$ cat src/rtl/prc_pkg.sv
// Shared constants, register indexes and the trig table helpers for the point rotator.
package prc_pkg;

	localparam int COORD_BITS_DEF     = 19;
	localparam int TRIG_FRAC_BITS_DEF = 16;
	localparam int CENTER_W           = 17;
	localparam int CFG_INDEX_W        = 1;
	localparam int QTAB_N             = 64;

	localparam logic [CENTER_W-1:0]    CENTER_RESET = 17'd50000;
	localparam logic [CFG_INDEX_W-1:0] REG_CENTER_X = 1'b0;
	localparam logic [CFG_INDEX_W-1:0] REG_CENTER_Y = 1'b1;

	localparam logic [63:0] PI_Q30  = 64'd3373259426;
	localparam logic [63:0] ONE_Q30 = 64'd1 << 30;

	// Q30 product of a series term and the squared angle.
	// These are evaluated only with constant arguments, while the design elaborates.
	function automatic logic [63:0] taylor_mul(input logic [63:0] term, input logic [63:0] x2);
		return (term * x2) >> 30;
	endfunction

	// Difference of the positive and negative series sums, rounded to frac fraction bits.
	function automatic logic [31:0] trig_round(input logic [63:0] pos, input logic [63:0] neg,
		input int unsigned frac);
		logic [63:0] v;
		v = (pos >= neg) ? pos - neg : 64'd0;
		v = (v + (64'd1 << (29 - frac))) >> (30 - frac);
		return v[31:0];
	endfunction

endpackage

$ cat src/rtl/prc_in_if.sv
// Input channel of the point rotator: one point and an angle per beat.
interface prc_in_if #(
	parameter int COORD_BITS = prc_pkg::COORD_BITS_DEF
);
	logic                         valid;
	logic                         ready;
	logic signed [COORD_BITS-1:0] x_in;
	logic signed [COORD_BITS-1:0] y_in;
	logic [7:0]                   angle;

	modport source (output valid, output x_in, output y_in, output angle, input ready);
	modport sink (input valid, input x_in, input y_in, input angle, output ready);
endinterface

$ cat src/rtl/prc_out_if.sv
// Output channel of the point rotator: one rotated point per beat.
interface prc_out_if #(
	parameter int COORD_BITS = prc_pkg::COORD_BITS_DEF
);
	logic                         valid;
	logic                         ready;
	logic signed [COORD_BITS-1:0] x_out;
	logic signed [COORD_BITS-1:0] y_out;

	modport source (output valid, output x_out, output y_out, input ready);
	modport sink (input valid, input x_out, input y_out, output ready);
endinterface

$ cat src/rtl/point_rotate_about_center.sv
// Rotates a point about a programmable center by angle/256 of a turn. Each beat on the
// input channel gives exactly one beat on the output channel, in order. The block is a
// four-stage pipeline (offset and table lookup, the four multiplies, the sums with the
// floor shift, then the center add with saturation), and a new beat is taken every
// cycle while the output side keeps up. Quarter-turn angles take exact swap and negate
// paths; all others use a sine and cosine table built at elaboration with
// TRIG_FRAC_BITS fraction bits. Results outside the signed coordinate range saturate.
// The center registers may be written only while no beat is in flight.
module point_rotate_about_center #(
	parameter int COORD_BITS     = prc_pkg::COORD_BITS_DEF,
	parameter int TRIG_FRAC_BITS = prc_pkg::TRIG_FRAC_BITS_DEF
) (
	input  logic                             clk,
	input  logic                             arst_n,
	input  logic                             cfg_we,
	input  logic [prc_pkg::CFG_INDEX_W-1:0]  cfg_index,
	input  logic [prc_pkg::CENTER_W-1:0]     cfg_wdata,
	prc_in_if.sink                           point,
	prc_out_if.source                        result
);
	import prc_pkg::*;

	localparam int D  = ((COORD_BITS > CENTER_W + 1) ? COORD_BITS : CENTER_W + 1) + 1;
	localparam int TW = TRIG_FRAC_BITS + 1;
	localparam int CW = TRIG_FRAC_BITS + 2;
	localparam int P  = D + CW;
	localparam int SW = P + 1;
	localparam int O  = D + 3;
	localparam int RW = O + 1;

	typedef enum logic [4:0] {
		ROT_GEN = 5'b00001,
		ROT_0   = 5'b00010,
		ROT_90  = 5'b00100,
		ROT_180 = 5'b01000,
		ROT_270 = 5'b10000
	} rot_kind_t;

	localparam logic signed [RW-1:0] SAT_HI = RW'((64'd1 << (COORD_BITS - 1)) - 64'd1);
	localparam logic signed [RW-1:0] SAT_LO = -RW'(64'd1 << (COORD_BITS - 1));

	logic [CENTER_W-1:0] center_x_q;
	logic [CENTER_W-1:0] center_y_q;

	logic [TW-1:0] sin_tab [QTAB_N];
	logic [TW-1:0] cos_tab [QTAB_N];

	// Taylor terms in Q30; each term is the previous one times the squared angle,
	// divided by the next two factorial factors.
	for (genvar g = 0; g < QTAB_N; g++) begin : g_trig
		localparam logic [63:0] XA   = (64'(g) * PI_Q30) / 64'd128;
		localparam logic [63:0] XX   = taylor_mul(XA, XA);
		localparam logic [63:0] SN1  = taylor_mul(XA, XX) / 64'd6;
		localparam logic [63:0] SN2  = taylor_mul(SN1, XX) / 64'd20;
		localparam logic [63:0] SN3  = taylor_mul(SN2, XX) / 64'd42;
		localparam logic [63:0] SN4  = taylor_mul(SN3, XX) / 64'd72;
		localparam logic [63:0] SN5  = taylor_mul(SN4, XX) / 64'd110;
		localparam logic [63:0] SN6  = taylor_mul(SN5, XX) / 64'd156;
		localparam logic [63:0] SN7  = taylor_mul(SN6, XX) / 64'd210;
		localparam logic [63:0] SN8  = taylor_mul(SN7, XX) / 64'd272;
		localparam logic [63:0] SN9  = taylor_mul(SN8, XX) / 64'd342;
		localparam logic [63:0] SN10 = taylor_mul(SN9, XX) / 64'd420;
		localparam logic [63:0] CS1  = taylor_mul(ONE_Q30, XX) / 64'd2;
		localparam logic [63:0] CS2  = taylor_mul(CS1, XX) / 64'd12;
		localparam logic [63:0] CS3  = taylor_mul(CS2, XX) / 64'd30;
		localparam logic [63:0] CS4  = taylor_mul(CS3, XX) / 64'd56;
		localparam logic [63:0] CS5  = taylor_mul(CS4, XX) / 64'd90;
		localparam logic [63:0] CS6  = taylor_mul(CS5, XX) / 64'd132;
		localparam logic [63:0] CS7  = taylor_mul(CS6, XX) / 64'd182;
		localparam logic [63:0] CS8  = taylor_mul(CS7, XX) / 64'd240;
		localparam logic [63:0] CS9  = taylor_mul(CS8, XX) / 64'd306;
		localparam logic [63:0] CS10 = taylor_mul(CS9, XX) / 64'd380;
		localparam logic [TW-1:0] SIN_V = TW'(trig_round(XA + SN2 + SN4 + SN6 + SN8 + SN10,
			SN1 + SN3 + SN5 + SN7 + SN9, TRIG_FRAC_BITS));
		localparam logic [TW-1:0] COS_V = TW'(trig_round(ONE_Q30 + CS2 + CS4 + CS6 + CS8 + CS10,
			CS1 + CS3 + CS5 + CS7 + CS9, TRIG_FRAC_BITS));
		assign sin_tab[g] = SIN_V;
		assign cos_tab[g] = COS_V;
	end

	logic en1, en2, en3, en4;
	logic v_s1, v_s2, v_s3, v_s4;

	logic signed [D-1:0]  dx_s1, dy_s1;
	logic signed [CW-1:0] sin_s1, cos_s1;
	rot_kind_t            kind_s1;

	logic signed [D-1:0]  dx_s2, dy_s2;
	logic signed [P-1:0]  dxc_s2, dys_s2, dyc_s2, dxs_s2;
	rot_kind_t            kind_s2;

	logic signed [O-1:0]  offx_s3, offy_s3;
	logic signed [COORD_BITS-1:0] x_out_s4, y_out_s4;

	logic signed [D-1:0]  xe, ye, cxe, cye;
	logic [5:0]           tab_r;
	logic [TW-1:0]        sin_q, cos_q;
	logic signed [CW-1:0] sin_c, cos_c;
	rot_kind_t            kind_c;

	logic signed [SW-1:0] sum_x, sum_y, sh_x, sh_y;
	logic signed [O-1:0]  offx_c, offy_c, dxo, dyo;
	logic signed [RW-1:0] rx, ry, cxr, cyr;

	assign en4 = !v_s4 || result.ready;
	assign en3 = !v_s3 || en4;
	assign en2 = !v_s2 || en3;
	assign en1 = !v_s1 || en2;
	assign point.ready = en1;

	always_ff @(posedge clk or negedge arst_n) begin
		if (!arst_n) begin
			center_x_q <= CENTER_RESET;
			center_y_q <= CENTER_RESET;
		end else if (cfg_we) begin
			unique case (cfg_index)
				REG_CENTER_X: center_x_q <= cfg_wdata;
				REG_CENTER_Y: center_y_q <= cfg_wdata;
				default: ;
			endcase
		end
	end

	always_comb begin
		xe = D'(point.x_in);
		ye = D'(point.y_in);
		cxe = signed'(D'({1'b0, center_x_q}));
		cye = signed'(D'({1'b0, center_y_q}));
		tab_r = point.angle[5:0];
		sin_q = sin_tab[tab_r];
		cos_q = cos_tab[tab_r];
		unique case (point.angle[7:6])
			2'd0: begin
				sin_c = signed'(CW'(sin_q));
				cos_c = signed'(CW'(cos_q));
			end
			2'd1: begin
				sin_c = signed'(CW'(cos_q));
				cos_c = -signed'(CW'(sin_q));
			end
			2'd2: begin
				sin_c = -signed'(CW'(sin_q));
				cos_c = -signed'(CW'(cos_q));
			end
			2'd3: begin
				sin_c = -signed'(CW'(cos_q));
				cos_c = signed'(CW'(sin_q));
			end
			default: begin
				sin_c = '0;
				cos_c = '0;
			end
		endcase
		unique case (point.angle)
			8'd0:    kind_c = ROT_0;
			8'd64:   kind_c = ROT_90;
			8'd128:  kind_c = ROT_180;
			8'd192:  kind_c = ROT_270;
			default: kind_c = ROT_GEN;
		endcase
	end

	always_ff @(posedge clk or negedge arst_n) begin
		if (!arst_n) begin
			v_s1 <= 1'b0;
			v_s2 <= 1'b0;
			v_s3 <= 1'b0;
			v_s4 <= 1'b0;
		end else begin
			if (en1) begin
				v_s1 <= point.valid;
			end
			if (en2) begin
				v_s2 <= v_s1;
			end
			if (en3) begin
				v_s3 <= v_s2;
			end
			if (en4) begin
				v_s4 <= v_s3;
			end
		end
	end

	always_ff @(posedge clk) begin
		if (en1) begin
			dx_s1 <= xe - cxe;
			dy_s1 <= ye - cye;
			sin_s1 <= sin_c;
			cos_s1 <= cos_c;
			kind_s1 <= kind_c;
		end
		if (en2) begin
			dx_s2 <= dx_s1;
			dy_s2 <= dy_s1;
			dxc_s2 <= dx_s1 * cos_s1;
			dys_s2 <= dy_s1 * sin_s1;
			dyc_s2 <= dy_s1 * cos_s1;
			dxs_s2 <= dx_s1 * sin_s1;
			kind_s2 <= kind_s1;
		end
		if (en3) begin
			offx_s3 <= offx_c;
			offy_s3 <= offy_c;
		end
		if (en4) begin
			x_out_s4 <= COORD_BITS'(rx > SAT_HI ? SAT_HI : (rx < SAT_LO ? SAT_LO : rx));
			y_out_s4 <= COORD_BITS'(ry > SAT_HI ? SAT_HI : (ry < SAT_LO ? SAT_LO : ry));
		end
	end

	// The arithmetic shift floors, so negative sums round toward minus infinity.
	always_comb begin
		sum_x = SW'(dxc_s2) - SW'(dys_s2);
		sum_y = SW'(dyc_s2) + SW'(dxs_s2);
		sh_x = sum_x >>> TRIG_FRAC_BITS;
		sh_y = sum_y >>> TRIG_FRAC_BITS;
		dxo = O'(dx_s2);
		dyo = O'(dy_s2);
		unique case (kind_s2)
			ROT_0: begin
				offx_c = dxo;
				offy_c = dyo;
			end
			ROT_90: begin
				offx_c = -dyo;
				offy_c = dxo;
			end
			ROT_180: begin
				offx_c = -dxo;
				offy_c = -dyo;
			end
			ROT_270: begin
				offx_c = dyo;
				offy_c = -dxo;
			end
			default: begin
				offx_c = O'(sh_x);
				offy_c = O'(sh_y);
			end
		endcase
	end

	always_comb begin
		cxr = signed'(RW'({1'b0, center_x_q}));
		cyr = signed'(RW'({1'b0, center_y_q}));
		rx = cxr + RW'(offx_s3);
		ry = cyr + RW'(offy_s3);
	end

	assign result.valid = v_s4;
	assign result.x_out = x_out_s4;
	assign result.y_out = y_out_s4;

endmodule
$ cat src/flat_wrapper.sv
// flat-port wrapper written by rule: the top's interface ports become plain ports
module point_rotate_about_center_flat import prc_pkg::*;
#(
	parameter int COORD_BITS     = prc_pkg::COORD_BITS_DEF,
	parameter int TRIG_FRAC_BITS = prc_pkg::TRIG_FRAC_BITS_DEF
)
  (clk, arst_n, cfg_we, cfg_index, cfg_wdata, point_valid, point_x_in, point_y_in, point_angle, point_ready, result_valid, result_x_out, result_y_out, result_ready);
  prc_in_if #(.COORD_BITS(COORD_BITS)) point_i ();
  prc_out_if #(.COORD_BITS(COORD_BITS)) result_i ();
  input  logic clk;
  input  logic arst_n;
  input  logic cfg_we;
  input  logic [prc_pkg::CFG_INDEX_W-1:0] cfg_index;
  input  logic [prc_pkg::CENTER_W-1:0] cfg_wdata;
  input wire logic [$bits(point_i.valid)-1:0] point_valid;
  input wire logic [$bits(point_i.x_in)-1:0] point_x_in;
  input wire logic [$bits(point_i.y_in)-1:0] point_y_in;
  input wire logic [$bits(point_i.angle)-1:0] point_angle;
  output wire logic [$bits(point_i.ready)-1:0] point_ready;
  output wire logic [$bits(result_i.valid)-1:0] result_valid;
  output wire logic [$bits(result_i.x_out)-1:0] result_x_out;
  output wire logic [$bits(result_i.y_out)-1:0] result_y_out;
  input wire logic [$bits(result_i.ready)-1:0] result_ready;
  assign point_i.valid = point_valid;
  assign point_i.x_in = point_x_in;
  assign point_i.y_in = point_y_in;
  assign point_i.angle = point_angle;
  assign point_ready = point_i.ready;
  assign result_valid = result_i.valid;
  assign result_x_out = result_i.x_out;
  assign result_y_out = result_i.y_out;
  assign result_i.ready = result_ready;
  point_rotate_about_center #(.COORD_BITS(COORD_BITS), .TRIG_FRAC_BITS(TRIG_FRAC_BITS)) u_core (.clk(clk), .arst_n(arst_n), .cfg_we(cfg_we), .cfg_index(cfg_index), .cfg_wdata(cfg_wdata), .point(point_i), .result(result_i));
endmodule
$ cat config.mk
export PLATFORM = sky130hd
export DESIGN_NAME = point_rotate_about_center_flat
export DESIGN_NICKNAME = d
export VERILOG_FILES = /design/src/rtl/prc_pkg.sv /design/src/rtl/prc_in_if.sv /design/src/rtl/prc_out_if.sv /design/src/rtl/point_rotate_about_center.sv /design/src/flat_wrapper.sv
export SDC_FILE = /design/constraint.sdc
export NUM_CORES = 2
export LEC_CHECK = 0
export CAP_MARGIN = 10
export CORE_UTILIZATION = 55
export DETAILED_ROUTE_END_ITERATION = 8
export DONT_BUFFER_PORTS = 1
export MAX_ROUTING_LAYER = met4
export PLACE_DENSITY_LB_ADDON = 0.3
export SLEW_MARGIN = 10
export SYNTH_ARGS = -nofsm -noshare
export SYNTH_HDL_FRONTEND = slang
export SYNTH_SLANG_ARGS = --single-unit
$ cat constraint.sdc
create_clock -name clk -period 22.4 [get_ports clk]
set_input_delay 1.12 -clock clk [delete_from_list [all_inputs] [get_ports clk]]
set_output_delay 1.12 -clock clk [all_outputs]
set_load 0.01 [all_outputs]
==> impl_metrics.toml <==
[logic_synthesis]
ys_seq_area_frac = 0.151
netlist-cell-type-count = 101
mappedNetlistArea_mm2 = 0.0785
synthArstFlopShare = 0.0950
yosys_most_used_dff = "edfxtp_1"
syn-num-nets = 10500
synth-seq-cells = 400
syn_avg_cell_area_um2 = 9.38
synth_warnings = 0
number_of_flops_mapped_to_enable_cells_by_yosys = 362
synth_cells = 8376

[detailed_routing]
drt-total-wl_um = 221000
drt_first_iter_violations = 5377
vias_per_cell = 5.84
drt_pass1_iterations = 8
antenna_left = 0
routedWlPerCell_um = 22.0
drc = 0
vias = 58700

[worst_setup_path]
criticalPathCategory = "flip-flop to flip-flop"
cp.arrival_ns = 8.08
critical_path.startpoint_type = "flip-flop"
critical_path_required_ns = 22.79
critPathCaptureType = "flip-flop"
worst-path-max-fanout = 18

[cells_and_area]
drive_above_1_share = 0.0376
area_used_by_multi_input_combinational_logic_mm2 = 0.0585
nets = 10200
flow.area_growth_from_synthesis_pct = 3.97
regArea_mm2 = 0.0118
fill_cells = 12400

[clock_network]
numClockSinks = 400
postCtsSetupRepairBufs = 0
holdBufCountCts = 0
clk_pin_slew_ns = 0.06
cts.htree.levels = 2
clk_latency_ns = 0.67
cts_made_buffers = 48
max-clock-path-buffers = 3
tritoncts = "yes"
postcts_resize_cnt = 0
clock-root-buffer = "clkbuf_16"

[placement]
io_buffer_count = 0
place_hpwl_um = 166000
finalWeightedCongestion = 0.996

[sta]
final.min_clock_period_ns = 7.68
worst_pin_slew_ns = 1.13
layout_worst_path_cycle_share = 0.343
maxClockFrequency_ghz = 0.130
worst_relative_slew_slack = 0.240
skew_ns = 0.0364
slew_violations = 0
setup_total_negative_slack_ns = 0
report.final.hold_viol_count = 0
rsz0062_at_grt = "no"
setup_violations = 0

[min_path]
hold_class = "primary input to asynchronous set/reset pin"

[floorplan]
die_span_in_x_um = 380
die-height_um = 380
die-area_mm2 = 0.144
initial_core_util = 0.555
io_pins = 109
fp.coreArea_mm2 = 0.142
fp-row-count = 138

[status]
run_status = "complete, no violations"

[grt]
grt_antenna_before_repair = 9
first_global_vias = 61900
grt_pass1_wl_um = 355000
grt_start_max_net_pins = 156
grt_overflow = 0
grt_usage = 0.326

[flow_run]
max_capacitance_violation_count = 0
## kinds of logic (layout without fill, tap and decap cells)
| family | after synthesis | in the layout | share of synthesized area |
|---|---|---|---|
| AO/OA/AOI/OAI | 1122 | 1122 | 0.0951 |
| flip-flops | 400 | 400 | 0.151 |
| multiplexers | 55 | 55 | 0.00961 |
| AND/OR/NAND/NOR | 2364 | 2364 | 0.152 |
| buffers and inverters | 2163 | 1932 | 0.105 |
| other | 0 | 14 | 0 |
| adder cells (fa/ha/maj) | 2008 | 2008 | 0.459 |
| XOR/XNOR | 264 | 264 | 0.0294 |
## cells in the mapped netlist, types with 17 or more instances
master / count / area share
a2111oi_0: 17 / 0.0019
a211oi_1: 50 / 0.0048
a21o_1: 126 / 0.012
a21oi_1: 259 / 0.017
a221oi_1: 24 / 0.0027
a31oi_1: 33 / 0.0026
and2_1: 738 / 0.059
and3_1: 44 / 0.0035
buf_1: 31 / 0.0015
buf_2: 17 / 0.0011
clkbuf_1: 364 / 0.017
dfrtp_1: 26 / 0.0083
edfxtp_1: 362 / 0.14
fa_1: 1451 / 0.37
ha_1: 557 / 0.089
inv_1: 1734 / 0.083
mux2_2: 21 / 0.0030
mux2i_1: 18 / 0.0023
nand2_1: 839 / 0.040
nand2b_1: 65 / 0.0052
nand3_1: 72 / 0.0046
nand4_1: 27 / 0.0022
nor2_1: 284 / 0.014
nor2b_1: 47 / 0.0037
nor3_1: 104 / 0.0066
o211ai_1: 29 / 0.0028
o21a_1: 44 / 0.0042
o21ai_0: 242 / 0.015
o21bai_1: 40 / 0.0038
o31ai_1: 24 / 0.0023
or2_2: 27 / 0.0022
or3_1: 28 / 0.0022
xnor2_1: 203 / 0.023
xor2_1: 61 / 0.0068
## routing by layer
metal / wire [um] / vias to the layer above / track usage
met3: 19900 / 452 / 0.0580
li1: - / 25800 / -
met5: 0 / - / -
met2: 99900 / 2684 / 0.496
met4: 11000 / 0 / 0.138
met1: 90200 / 29800 / 0.432
## state kept, by name, summed over array words and instances (netlist names), 18 cells and up
name                 count
u_core.dxc_s2           38
u_core.dy_s2            20
u_core.dx_s1            20
u_core.dx_s2            20
u_core.offx_s3          23
u_core.result.y_out     19
u_core.dy_s1            20
u_core.result.x_out     19
u_core.dys_s2           38
u_core.cos_s1           18
u_core.sin_s1           18
u_core.dxs_s2           38
u_core.dyc_s2           38
u_core.offy_s3          23
## final timing paths
kind / start / cells after the start / endpoint / slack (ns)
worst max register to register: u_core.sin_s1[17]$_DFFE_PP_ / 22 / u_core.dys_s2[35]$_DFFE_PP_ / 14.72
min in group clk: u_core.kind_s1[0]$_DFFE_PP_ / 0 / u_core.kind_s2[0]$_DFFE_PP_ / 0.42
max in group asynchronous: arst_n / 0 / u_core.center_y_q[4]$_DFFE_PN1P_ / 22.06
worst max-delay path: u_core.sin_s1[17]$_DFFE_PP_ / 22 / u_core.dys_s2[35]$_DFFE_PP_ / 14.72
worst min-delay path: arst_n / 0 / u_core.v_s2$_DFFE_PN0P_ / 0.15
worst min register to register: u_core.kind_s1[0]$_DFFE_PP_ / 0 / u_core.kind_s2[0]$_DFFE_PP_ / 0.42
## stage by stage
stage	cell area [um2]	util	setup slack (ns)	hold WS, ns	cells
after floorplan	78500	-	14.59	0.400	8376
after global routing	81600	0.577	14.44	0.124	10000
after CTS	81600	0.576	14.84	0.109	10000
final	81700	0.577	14.72	0.147	10000
after detailed placement	80000	0.565	14.87	0.407	9947
after global placement	80000	0.565	14.99	0.408	9947
## area by class of cell
cell class                 count  share of cell area
multi-input combinational   5813               0.717
sequential                   400               0.145
inverter                    1739              0.0799
tap                         1890              0.0290
clock buffer                  58              0.0158
timing repair buffer         105             0.00981
clock inverter                30             0.00345
antenna                       14            0.000429
## cell usage in the layout (no fill, tap or decap), types with 46 or more instances in the layout
cell / Yosys / routed
a211oi_1: 50 / 50
a21o_1: 126 / 126
a21oi_1: 259 / 259
and2_1: 738 / 738
buf_4: 5 / 104
clkbuf_16: 0 / 49
edfxtp_1: 362 / 362
fa_1: 1451 / 1451
ha_1: 557 / 557
inv_1: 1734 / 1734
nand2_1: 839 / 838
nand2b_1: 65 / 65
nand3_1: 72 / 71
nor2_1: 284 / 283
nor2b_1: 47 / 46
nor3_1: 104 / 104
o21ai_0: 242 / 242
xnor2_1: 203 / 203
xor2_1: 61 / 61
## critical path, cell delays in order (launching register included)
cell,delay [ns]
edfxtp_1,0.36
buf_4,0.22
inv_1,0.64
buf_4,0.42
nor2_1,0.10
fa_1,0.52
fa_1,0.44
fa_1,0.53
fa_1,0.43
fa_1,0.49
inv_1,0.05
fa_1,0.47
inv_1,0.04
ha_1,0.34
and4_1,0.26
a211oi_1,0.34
a21oi_1,0.20
or4_1,0.52
o211ai_1,0.33
o21ai_0,0.19
a22oi_1,0.22
nor2b_1,0.18
xnor2_1,0.08
Power is not shown: default switching activity piles up to over one toggle a cycle in this logic, so the estimate is an artifact.
